<file path="src/rtl/sqf_pkg.sv">
// Shared types, constants and arithmetic helpers for the Q8 shape-function unit.
package sqf_pkg;

  localparam int FRAC_BITS = 14;
  localparam int CW        = 16;   // coordinate and result width
  localparam int OPW       = 17;   // multiplier operand width
  localparam int PW        = 34;   // first-stage product width
  localparam int AW        = 18;   // rounded first factor of the shape value
  localparam int PPW       = 36;   // second-stage product width

  localparam int MQ_DEPTH  = 2;    // point queue between front and back
  localparam int OQ_DEPTH  = 8;    // result queue
  localparam int OQ_AW     = 3;
  localparam int OQ_CW     = 4;

  localparam logic [2:0] LAST_NODE = 3'd7;

  localparam logic signed [CW-1:0]  ONE_C  = CW'(longint'(1) << FRAC_BITS);
  localparam logic signed [OPW-1:0] ONE_OP = OPW'(longint'(1) << FRAC_BITS);
  localparam logic signed [PW-1:0]  ONE_SQ = PW'(longint'(1) << (2 * FRAC_BITS));

  // Nodes with a negative xi / eta sign: corners 0,3 and midside 7 for xi;
  // corners 0,1 and midside 4 for eta.
  localparam logic [7:0] SX_NEG = 8'b1000_1001;
  localparam logic [7:0] SY_NEG = 8'b0001_0011;

  typedef enum logic [1:0] {
    NODE_CORNER,
    NODE_MID_X,    // midside on the xi = 0 line
    NODE_MID_Y     // midside on the eta = 0 line
  } node_kind_t;

  typedef struct packed {
    logic signed [CW-1:0] x;
    logic signed [CW-1:0] y;
    logic                 err;
  } point_t;

  typedef struct packed {
    logic [2:0]           node;
    logic signed [CW-1:0] dxi;
    logic signed [CW-1:0] deta;
    logic signed [CW-1:0] val;
    logic                 last;
    logic                 err;
  } res_t;

  function automatic node_kind_t node_kind(input logic [2:0] k);
    node_kind_t r;
    case (k)
      3'd4, 3'd6: r = NODE_MID_X;
      3'd5, 3'd7: r = NODE_MID_Y;
      default:    r = NODE_CORNER;
    endcase
    return r;
  endfunction

  // Round to nearest, ties toward +inf.
  function automatic logic signed [PPW-1:0] rnd(input logic signed [PPW-1:0] v,
                                                input int s);
    logic signed [PPW-1:0] h;
    h = PPW'(longint'(1) << (s - 1));
    return (v + h) >>> s;
  endfunction

  function automatic logic signed [CW-1:0] sat16(input logic signed [PPW-1:0] v);
    logic signed [CW-1:0] r;
    if (v > PPW'(32767)) r = 16'sh7fff;
    else if (v < -PPW'(32768)) r = 16'sh8000;
    else r = v[CW-1:0];
    return r;
  endfunction

endpackage

</file>
<file path="src/rtl/serendipity_q8_shape_functions_unit.sv">
// Top level of the eight-node serendipity shape-function unit.
//
//   channel  | handshake            | payload
//   ---------+----------------------+-----------------------------------------
//   input    | push / full          | in_xi_coord, in_eta_coord
//   result   | empty / pop          | out_node_number, out_deriv_xi,
//            |                      | out_deriv_eta, out_shape_value,
//            |                      | out_last_node, out_range_error
//
// Each point yields eight items, one node per cycle while the result queue has
// room; that rate is set by the back part, which issues one node into its
// pipeline per cycle unless it stalls for room. A point's first item passes
// the point queue, the pipeline stages and the result queue to the ports.
// Reset (rst_n low, synchronous) empties both queues and the pipeline.
// With pop low, the result queue fills, the back part stops issuing, the point
// queue fills and full rises; no item is dropped.
module serendipity_q8_shape_functions_unit (
  input  logic               clk,
  input  logic               rst_n,
  input  logic               push,
  output logic               full,
  input  logic signed [15:0] in_xi_coord,
  input  logic signed [15:0] in_eta_coord,
  output logic               empty,
  input  logic               pop,
  output logic [2:0]         out_node_number,
  output logic signed [15:0] out_deriv_xi,
  output logic signed [15:0] out_deriv_eta,
  output logic signed [15:0] out_shape_value,
  output logic               out_last_node,
  output logic               out_range_error
);
  import sqf_pkg::*;

  logic             q_valid, q_pop, res_wr;
  point_t           q_point;
  res_t             res, head;
  logic [OQ_CW-1:0] oq_cnt;

  sqf_front u_front (
    .clk       (clk),
    .rst_n     (rst_n),
    .push      (push),
    .full      (full),
    .xi_coord  (in_xi_coord),
    .eta_coord (in_eta_coord),
    .q_valid   (q_valid),
    .q_point   (q_point),
    .q_pop     (q_pop)
  );

  sqf_back u_back (
    .clk     (clk),
    .rst_n   (rst_n),
    .q_valid (q_valid),
    .q_point (q_point),
    .q_pop   (q_pop),
    .oq_cnt  (oq_cnt),
    .res_wr  (res_wr),
    .res     (res)
  );

  sqf_outq u_outq (
    .clk     (clk),
    .rst_n   (rst_n),
    .wr      (res_wr),
    .wr_data (res),
    .pop     (pop),
    .empty   (empty),
    .rd_data (head),
    .cnt     (oq_cnt)
  );

  assign out_node_number = head.node;
  assign out_deriv_xi    = head.dxi;
  assign out_deriv_eta   = head.deta;
  assign out_shape_value = head.val;
  assign out_last_node   = head.last;
  assign out_range_error = head.err;

`ifndef SYNTH
  a_no_overflow: assert property (@(posedge clk) disable iff (!rst_n)
    res_wr |-> (oq_cnt < OQ_CW'(OQ_DEPTH)))
    else $error("result queue written while full");

  a_pop_valid: assert property (@(posedge clk) disable iff (!rst_n)
    q_pop |-> q_valid)
    else $error("point queue popped while empty");

  a_last_seq: assert property (@(posedge clk) disable iff (!rst_n)
    (res_wr && res.last) |-> (res.node == LAST_NODE))
    else $error("last flag on a node other than the eighth");
`endif

endmodule

</file>
<file path="src/rtl/sqf_front.sv">
// Front part: input accept, coordinate saturation and the point queue.
module sqf_front (
  input  logic                clk,
  input  logic                rst_n,
  input  logic                push,
  output logic                full,
  input  logic signed [15:0]  xi_coord,
  input  logic signed [15:0]  eta_coord,
  output logic                q_valid,
  output sqf_pkg::point_t     q_point,
  input  logic                q_pop
);
  import sqf_pkg::*;

  point_t     mem_r [MQ_DEPTH];
  logic       wr_ptr_r, wr_ptr_nxt;
  logic       rd_ptr_r, rd_ptr_nxt;
  logic [1:0] cnt_r, cnt_nxt;
  logic       wr_en;
  point_t     pt;

  // Clamp each coordinate to [-1, 1] and flag it.
  always_comb begin
    pt.err = 1'b0;
    pt.x   = xi_coord;
    pt.y   = eta_coord;
    if (xi_coord > ONE_C) begin
      pt.x   = ONE_C;
      pt.err = 1'b1;
    end else if (xi_coord < -ONE_C) begin
      pt.x   = -ONE_C;
      pt.err = 1'b1;
    end
    if (eta_coord > ONE_C) begin
      pt.y   = ONE_C;
      pt.err = 1'b1;
    end else if (eta_coord < -ONE_C) begin
      pt.y   = -ONE_C;
      pt.err = 1'b1;
    end
  end

  assign full    = (cnt_r == 2'(MQ_DEPTH));
  assign wr_en   = push && !full;
  assign q_valid = (cnt_r != 2'd0);
  assign q_point = mem_r[rd_ptr_r];

  always_comb begin
    wr_ptr_nxt = wr_en ? wr_ptr_r + 1'b1 : wr_ptr_r;
    rd_ptr_nxt = q_pop ? rd_ptr_r + 1'b1 : rd_ptr_r;
    cnt_nxt    = cnt_r;
    if (wr_en && !q_pop) cnt_nxt = cnt_r + 2'd1;
    else if (!wr_en && q_pop) cnt_nxt = cnt_r - 2'd1;
  end

  always_ff @(posedge clk) begin
    if (wr_en) mem_r[wr_ptr_r] <= pt;
  end

  always_ff @(posedge clk) begin
    if (!rst_n) begin
      wr_ptr_r <= 1'b0;
      rd_ptr_r <= 1'b0;
      cnt_r    <= 2'd0;
    end else begin
      wr_ptr_r <= wr_ptr_nxt;
      rd_ptr_r <= rd_ptr_nxt;
      cnt_r    <= cnt_nxt;
    end
  end

endmodule

</file>
<file path="src/rtl/sqf_back.sv">
// Back part: node sequencer and the three-stage multiply pipeline.
module sqf_back (
  input  logic                          clk,
  input  logic                          rst_n,
  input  logic                          q_valid,
  input  sqf_pkg::point_t               q_point,
  output logic                          q_pop,
  input  logic [sqf_pkg::OQ_CW-1:0]     oq_cnt,
  output logic                          res_wr,
  output sqf_pkg::res_t                 res
);
  import sqf_pkg::*;

  logic [2:0]             node_r, node_nxt;
  logic                   issue;
  logic [OQ_CW:0]         pending;
  node_kind_t             kind;
  logic                   sxn, syn;
  logic signed [OPW-1:0]  x, y, ax, ay, sxx, syy;
  logic signed [OPW-1:0]  a1, b1, a2, b2, a3, b3, bop;

  // stage 1
  logic                   s1_v_r;
  node_kind_t             s1_kind_r;
  logic                   s1_sxn_r, s1_syn_r, s1_err_r;
  logic [2:0]             s1_node_r;
  logic signed [PW-1:0]   s1_m1_r, s1_m2_r, s1_m3_r;
  logic signed [OPW-1:0]  s1_b_r;

  // stage 2
  logic signed [PW-1:0]   q;
  logic signed [PPW-1:0]  qe, qs_x, qs_y;
  logic signed [PPW-1:0]  dxi_w, deta_w;
  logic                   s2_v_r, s2_corner_r, s2_err_r;
  logic [2:0]             s2_node_r;
  logic signed [AW-1:0]   s2_a_r;
  logic signed [OPW-1:0]  s2_b_r;
  logic signed [CW-1:0]   s2_dxi_r, s2_deta_r;

  // stage 3
  logic                   s3_v_r, s3_corner_r, s3_err_r;
  logic [2:0]             s3_node_r;
  logic signed [PPW-1:0]  s3_p_r;
  logic signed [CW-1:0]   s3_dxi_r, s3_deta_r;

  // Issue only while the result queue has room for everything in flight.
  assign pending = (OQ_CW+1)'(oq_cnt) + (OQ_CW+1)'(s1_v_r)
                 + (OQ_CW+1)'(s2_v_r) + (OQ_CW+1)'(s3_v_r);
  assign issue    = q_valid && (pending < (OQ_CW+1)'(OQ_DEPTH));
  assign q_pop    = issue && (node_r == LAST_NODE);
  assign node_nxt = issue ? node_r + 3'd1 : node_r;

  // Select multiplier operands for the current node.
  always_comb begin
    kind = node_kind(node_r);
    sxn  = SX_NEG[node_r];
    syn  = SY_NEG[node_r];
    x    = OPW'(q_point.x);
    y    = OPW'(q_point.y);
    sxx  = sxn ? -x : x;
    syy  = syn ? -y : y;
    ax   = ONE_OP + sxx;
    ay   = ONE_OP + syy;
    case (kind)
      NODE_CORNER: begin
        a1  = ax;
        b1  = ay;
        a2  = ay;
        b2  = (sxn ^ syn) ? (x <<< 1) - y : (x <<< 1) + y;
        a3  = ax;
        b3  = (sxn ^ syn) ? (y <<< 1) - x : (y <<< 1) + x;
        bop = sxx + syy - ONE_OP;
      end
      NODE_MID_X: begin
        a1  = x;
        b1  = x;
        a2  = -x;
        b2  = ay;
        a3  = '0;
        b3  = '0;
        bop = ay;
      end
      NODE_MID_Y: begin
        a1  = y;
        b1  = y;
        a2  = '0;
        b2  = '0;
        a3  = -y;
        b3  = ax;
        bop = ax;
      end
      default: begin
        a1  = '0;
        b1  = '0;
        a2  = '0;
        b2  = '0;
        a3  = '0;
        b3  = '0;
        bop = '0;
      end
    endcase
  end

  // Stage 2: form 1 - c^2 for midsides, round, derive both derivatives.
  always_comb begin
    q    = (s1_kind_r == NODE_CORNER) ? s1_m1_r : ONE_SQ - s1_m1_r;
    qe   = PPW'(q);
    qs_x = s1_sxn_r ? -qe : qe;
    qs_y = s1_syn_r ? -qe : qe;
    case (s1_kind_r)
      NODE_CORNER: begin
        dxi_w  = rnd(PPW'(s1_m2_r), FRAC_BITS + 2);
        deta_w = rnd(PPW'(s1_m3_r), FRAC_BITS + 2);
      end
      NODE_MID_X: begin
        dxi_w  = rnd(PPW'(s1_m2_r), FRAC_BITS);
        deta_w = rnd(qs_y, FRAC_BITS + 1);
      end
      NODE_MID_Y: begin
        dxi_w  = rnd(qs_x, FRAC_BITS + 1);
        deta_w = rnd(PPW'(s1_m3_r), FRAC_BITS);
      end
      default: begin
        dxi_w  = '0;
        deta_w = '0;
      end
    endcase
  end

  assign res_wr    = s3_v_r;
  assign res.node  = s3_node_r;
  assign res.dxi   = s3_dxi_r;
  assign res.deta  = s3_deta_r;
  assign res.val   = sat16(rnd(s3_p_r, s3_corner_r ? FRAC_BITS + 2 : FRAC_BITS + 1));
  assign res.last  = (s3_node_r == LAST_NODE);
  assign res.err   = s3_err_r;

  always_ff @(posedge clk) begin
    s1_kind_r   <= kind;
    s1_sxn_r    <= sxn;
    s1_syn_r    <= syn;
    s1_err_r    <= q_point.err;
    s1_node_r   <= node_r;
    s1_m1_r     <= a1 * b1;
    s1_m2_r     <= a2 * b2;
    s1_m3_r     <= a3 * b3;
    s1_b_r      <= bop;

    s2_corner_r <= (s1_kind_r == NODE_CORNER);
    s2_err_r    <= s1_err_r;
    s2_node_r   <= s1_node_r;
    s2_a_r      <= AW'(rnd(qe, FRAC_BITS));
    s2_b_r      <= s1_b_r;
    s2_dxi_r    <= sat16(dxi_w);
    s2_deta_r   <= sat16(deta_w);

    s3_corner_r <= s2_corner_r;
    s3_err_r    <= s2_err_r;
    s3_node_r   <= s2_node_r;
    s3_p_r      <= PPW'(s2_a_r * s2_b_r);
    s3_dxi_r    <= s2_dxi_r;
    s3_deta_r   <= s2_deta_r;
  end

  always_ff @(posedge clk) begin
    if (!rst_n) begin
      node_r <= 3'd0;
      s1_v_r <= 1'b0;
      s2_v_r <= 1'b0;
      s3_v_r <= 1'b0;
    end else begin
      node_r <= node_nxt;
      s1_v_r <= issue;
      s2_v_r <= s1_v_r;
      s3_v_r <= s2_v_r;
    end
  end

endmodule

</file>
<file path="src/rtl/sqf_outq.sv">
// Result queue holding finished node items until they are popped.
module sqf_outq (
  input  logic                       clk,
  input  logic                       rst_n,
  input  logic                       wr,
  input  sqf_pkg::res_t              wr_data,
  input  logic                       pop,
  output logic                       empty,
  output sqf_pkg::res_t              rd_data,
  output logic [sqf_pkg::OQ_CW-1:0]  cnt
);
  import sqf_pkg::*;

  res_t             mem_r [OQ_DEPTH];
  logic [OQ_AW-1:0] wr_ptr_r, rd_ptr_r;
  logic [OQ_CW-1:0] cnt_r, cnt_nxt;
  logic             rd;

  assign empty   = (cnt_r == '0);
  assign rd      = pop && !empty;
  assign rd_data = mem_r[rd_ptr_r];
  assign cnt     = cnt_r;

  always_comb begin
    cnt_nxt = cnt_r;
    if (wr && !rd) cnt_nxt = cnt_r + 1'b1;
    else if (!wr && rd) cnt_nxt = cnt_r - 1'b1;
  end

  always_ff @(posedge clk) begin
    if (wr) mem_r[wr_ptr_r] <= wr_data;
  end

  always_ff @(posedge clk) begin
    if (!rst_n) begin
      wr_ptr_r <= '0;
      rd_ptr_r <= '0;
      cnt_r    <= '0;
    end else begin
      if (wr) wr_ptr_r <= wr_ptr_r + 1'b1;
      if (rd) rd_ptr_r <= rd_ptr_r + 1'b1;
      cnt_r <= cnt_nxt;
    end
  end

endmodule
</file>
<file path="config.mk">
export PLATFORM = sky130hd
export DESIGN_NAME = serendipity_q8_shape_functions_unit
export DESIGN_NICKNAME = d
export VERILOG_FILES = /design/src/rtl/sqf_pkg.sv /design/src/rtl/serendipity_q8_shape_functions_unit.sv /design/src/rtl/sqf_front.sv /design/src/rtl/sqf_back.sv /design/src/rtl/sqf_outq.sv
export SDC_FILE = /design/constraint.sdc
export NUM_CORES = 2
export LEC_CHECK = 0
export BUFFER_PORTS_ARGS = -buffer_cell sky130_fd_sc_hd__buf_2
export CORE_ASPECT_RATIO = 0.75
export CORE_MARGIN = 5
export CORE_UTILIZATION = 65
export CTS_BUF_LIST = sky130_fd_sc_hd__clkbuf_8
export CTS_CLUSTER_SIZE = 16
export DETAILED_ROUTE_END_ITERATION = 16
export PLACE_DENSITY = 0.82
export SLEW_MARGIN = 15
export SYNTH_ARGS = -nofsm -noshare
export SYNTH_HDL_FRONTEND = slang
export SYNTH_SLANG_ARGS = --single-unit
</file>
<file path="constraint.sdc">
create_clock -name clk -period 14.4 [get_ports clk]
set_input_delay 0.72 -clock clk [delete_from_list [all_inputs] [get_ports clk]]
set_output_delay 0.72 -clock clk [all_outputs]
set_load 0.01 [all_outputs]
</file>
==> reports/summary.json <==
{
  "outcome": {
    "status": "finished, final reports clean"
  },
  "critical_path": {
    "worst_ep_arrival_time_ns": 13.01,
    "crit_end": "u_back.s1_m3_r[32]$_DFF_P_",
    "cp-start-kind": "flip-flop",
    "rr_worst_depth": 35,
    "rrSetupSlack_ns": 2.16,
    "worst_path_largest_cell_delay_ns": 0.98,
    "worst_path_required_ns": 15.17,
    "worst-setup-path-type": "flip-flop to flip-flop",
    "worst-path-max-fanout": 39,
    "critPathCaptureType": "flip-flop",
    "regToRegEndpoint": "u_back.s1_m3_r[32]$_DFF_P_",
    "cp_common_cell": "fa_1",
    "crit_path_max_delay_cell_type": "a2111oi_0"
  },
  "drt": {
    "routed_wire_length_per_instance_microns": 23.7,
    "vias_per_cell": 6.12,
    "drt_wl_total_mm": 222,
    "drt_pre_antenna_iters": 9,
    "dr_total_vias": 57100,
    "remaining_drc_errors": 0,
    "drtAntennaViolNets": 0,
    "initialDrtViolationCount": 6462
  },
  "synth": {
    "yosys.area.top_type_share": 0.310,
    "syn_inst": 7621,
    "synth_cell_types": 92,
    "combinational_family_with_the_most_area_after_synthesis": "adder cells",
    "postSynth.asyncResetShare": 0,
    "synth_xor_area_frac": 0.0375,
    "syn_warnings": 0,
    "ys_dominant_reg_cell": "edfxtp_1",
    "synth_simple_gate_area_share": 0.133,
    "synth_mux_area_frac": 0.0478,
    "mappedNetlistNets": 9312,
    "synthesis.area_sq_um": 78000,
    "synth_area_in_compound_gates": 0.0662,
    "synth-adder-area-share": 0.382,
    "synth-edff-count": 490,
    "mean_instance_size_in_the_synthesized_netlist_sq_um": 10.2,
    "yosysSeqAreaShare": 0.255,
    "ys_ff_latch": 747,
    "synth_top_cells_by_area": "fa_1 (31%), edfxtp_1 (19%), ha_1 (7.2%)",
    "synth_area_leader_cell": "fa_1"
  },
  "timing": {
    "finalWorstPathRequiredPeriod_ns": 12.24,
    "final-setup-viol-count": 0,
    "max_clock_freq_mhz": 81.7,
    "totalNegativeSetupSlack_ns": 0,
    "slew_viol_final": 0,
    "total_count_of_hold_check_failures_in_the_final_report": 0,
    "timing.clock.skew_ns": 0.108,
    "min_period_over_period": 0.850,
    "rsz0062_at_grt": "no",
    "tightest_slew_ns": 1.24,
    "max-slew-margin-rel": 0.167
  },
  "clock_tree": {
    "post_cts_resize_count": 0,
    "worstSkewPairLatency_ns": 0.90,
    "cts_buffers": 109,
    "cts_tree": "done",
    "clk_pin_slew_worst_paths_ns": 0.06,
    "cts_hold_bufs": 0,
    "cts_sinks": 747,
    "ctsRootBufferMaster": "clkbuf_8",
    "postCtsSetupBuffers": 0,
    "cts-htree-levels": 3,
    "clock_tree.buffer_depth": 3
  },
  "grt": {
    "first_global_vias": 60100,
    "number_of_antenna_violations_at_the_first_check_in_global_routing": 11,
    "global_routing_usage_summed_across_all_routing_layers": 0.357,
    "grt_overflow": 0,
    "pin_count_of_the_biggest_net_entering_global_routing": 77,
    "grt_pass1_wl_mm": 347
  },
  "min_path": {
    "hold_path.startpoint": "in_eta_coord[15]",
    "min_path_type": "primary input to flip-flop"
  },
  "floorplanning": {
    "die_area_sq_um": 127000,
    "floorplan.initialDensity": 0.652,
    "ioPinCount": 91,
    "core_region_area_sq_um": 120000,
    "num_rows": 110,
    "die-width_microns": 410,
    "dieHeight_microns": 310
  },
  "placed_design": {
    "hpwlAfterDp_mm": 172,
    "place.port_buffers": 90,
    "place_congestion": 1.02
  },
  "layout": {
    "nNetsFinal": 9353,
    "register_area_sq_um": 19900,
    "areaGrowthSynthToFinish_pct": 6.17,
    "multi_input_area_sq_um": 52100,
    "fillers": 8525,
    "final_layout_size_suffix_gt1_frac": 0.0815
  },
  "job": {
    "max-cap-violations": 0
  }
}
==> cells by family after synthesis <==
| logic type | count (synthesis) |
|---|---|
| flops | 747 |
| simple gates | 2242 |
| fa+ha+maj | 1655 |
| xor+xnor | 334 |
| mux | 232 |
| buf+inv | 1636 |
| compound gates | 775 |
==> registers in the layout, indices dropped and copies added, names as in the netlist, 4 cells and up, named ones only <==
| signal | cells |
|---|---|
| u_back.s2_b_r | 17 |
| u_back.s1_m1_r | 34 |
| u_back.s1_m2_r | 21 |
| u_back.s3_deta_r | 16 |
| u_back.s1_m3_r | 21 |
| u_outq.mem_r | 424 |
| u_outq.cnt | 4 |
| u_back.s1_b_r | 17 |
| u_back.s2_dxi_r | 16 |
| u_front.mem_r | 66 |
| u_back.s2_deta_r | 16 |
| u_back.s3_dxi_r | 16 |
| u_back.s2_a_r | 18 |
| u_back.s3_p_r | 21 |
==> synth_stat cells (37+ instances only) <==
| cell type | n |
|---|---|
| or3_1 | 38 |
| xor2_1 | 73 |
| edfxtp_1 | 490 |
| nor4_1 | 48 |
| fa_1 | 1206 |
| nand3_1 | 75 |
| and2_1 | 237 |
| nand2b_1 | 92 |
| a21o_1 | 67 |
| ha_1 | 449 |
| xnor2_1 | 261 |
| nand2_1 | 785 |
| mux2_2 | 61 |
| clkbuf_1 | 235 |
| inv_1 | 1354 |
| nor2_1 | 656 |
| mux4_2 | 106 |
| a21oi_1 | 181 |
| o31ai_1 | 37 |
| nor3_1 | 106 |
| mux2i_1 | 65 |
| o21ai_0 | 118 |
| dfxtp_1 | 257 |
==> cells in the final DEF (no fill, tap or decap), drive strengths merged, types with 130 or more instances in the layout <==
cell / count
nand2: 785
nor2: 656
fa: 1206
a21oi: 181
inv: 1386
o21ai: 160
edfxtp: 490
ha: 449
xnor2: 261
and2: 237
buf: 210
dfxtp: 257
clkbuf: 130
==> through the flow <==
| stage | worst slack (ns) | cell area (sq um) | utilization | std cells | hold WS (ns) |
|---|---|---|---|---|---|
| floorplan | 3.68 | 78000 | - | 7621 | 0.310 |
| global placement | 2.77 | 80400 | 0.672 | 9119 | 0.310 |
| detailed placement | 2.39 | 80400 | 0.672 | 9119 | 0.312 |
| CTS | 2.42 | 82800 | 0.692 | 9326 | 0.0875 |
| global route | 1.63 | 82800 | 0.692 | 9329 | 0.119 |
| finish | 2.16 | 82800 | 0.692 | 9333 | 0.151 |
==> area by class of cell <==
class	count	share of cell area
diodes	7	0.000212
clock buffers	130	0.0216
clock inverters	77	0.00709
inverters	1356	0.0615
multi-input cells	5238	0.630
flip-flops and latches	747	0.240
well taps	1568	0.0237
repair buffers	210	0.0165
==> metal layers <==
layer / up-vias / part of all wire / GRT usage
li1: 24600 / - / -
met1: 28300 / 0.39 / 0.487
met5: - / 0.00019 / 0
met4: 6 / 0.055 / 0.163
met2: 3551 / 0.43 / 0.528
met3: 686 / 0.13 / 0.114
==> critical path, delay by kind of cell (launching register included) <==
kind / cells / cell delay, ns
AOI/OAI and AO/OA: 16 / 4.02
xor gates and xnor gates: 1 / 0.15
adders and majority gates: 8 / 3.62
buffers and inverters: 5 / 0.96
DFF: 1 / 0.31
muxes: 2 / 1.57
and+or+nand+nor: 3 / 1.56
==> how the worst min path moves through the flow <==
stage	to	slack, ns	cells past startpoint
final	u_front.mem_r[1][16]$_DFFE_PP_	0.15	1
after detailed placement	u_back.s3_deta_r[11]$_DFF_P_	0.31	0
after global routing	u_front.mem_r[0][32]$_DFFE_PP_	0.12	1
after global placement	u_back.s2_b_r[16]$_DFF_P_	0.31	0
after CTS	u_front.mem_r[1][16]$_DFFE_PP_	0.09	1
after floorplan	u_back.s2_b_r[0]$_DFF_P_	0.31	0
Power is not shown: default switching activity piles up to over one toggle a cycle in this logic, so the estimate is an artifact.
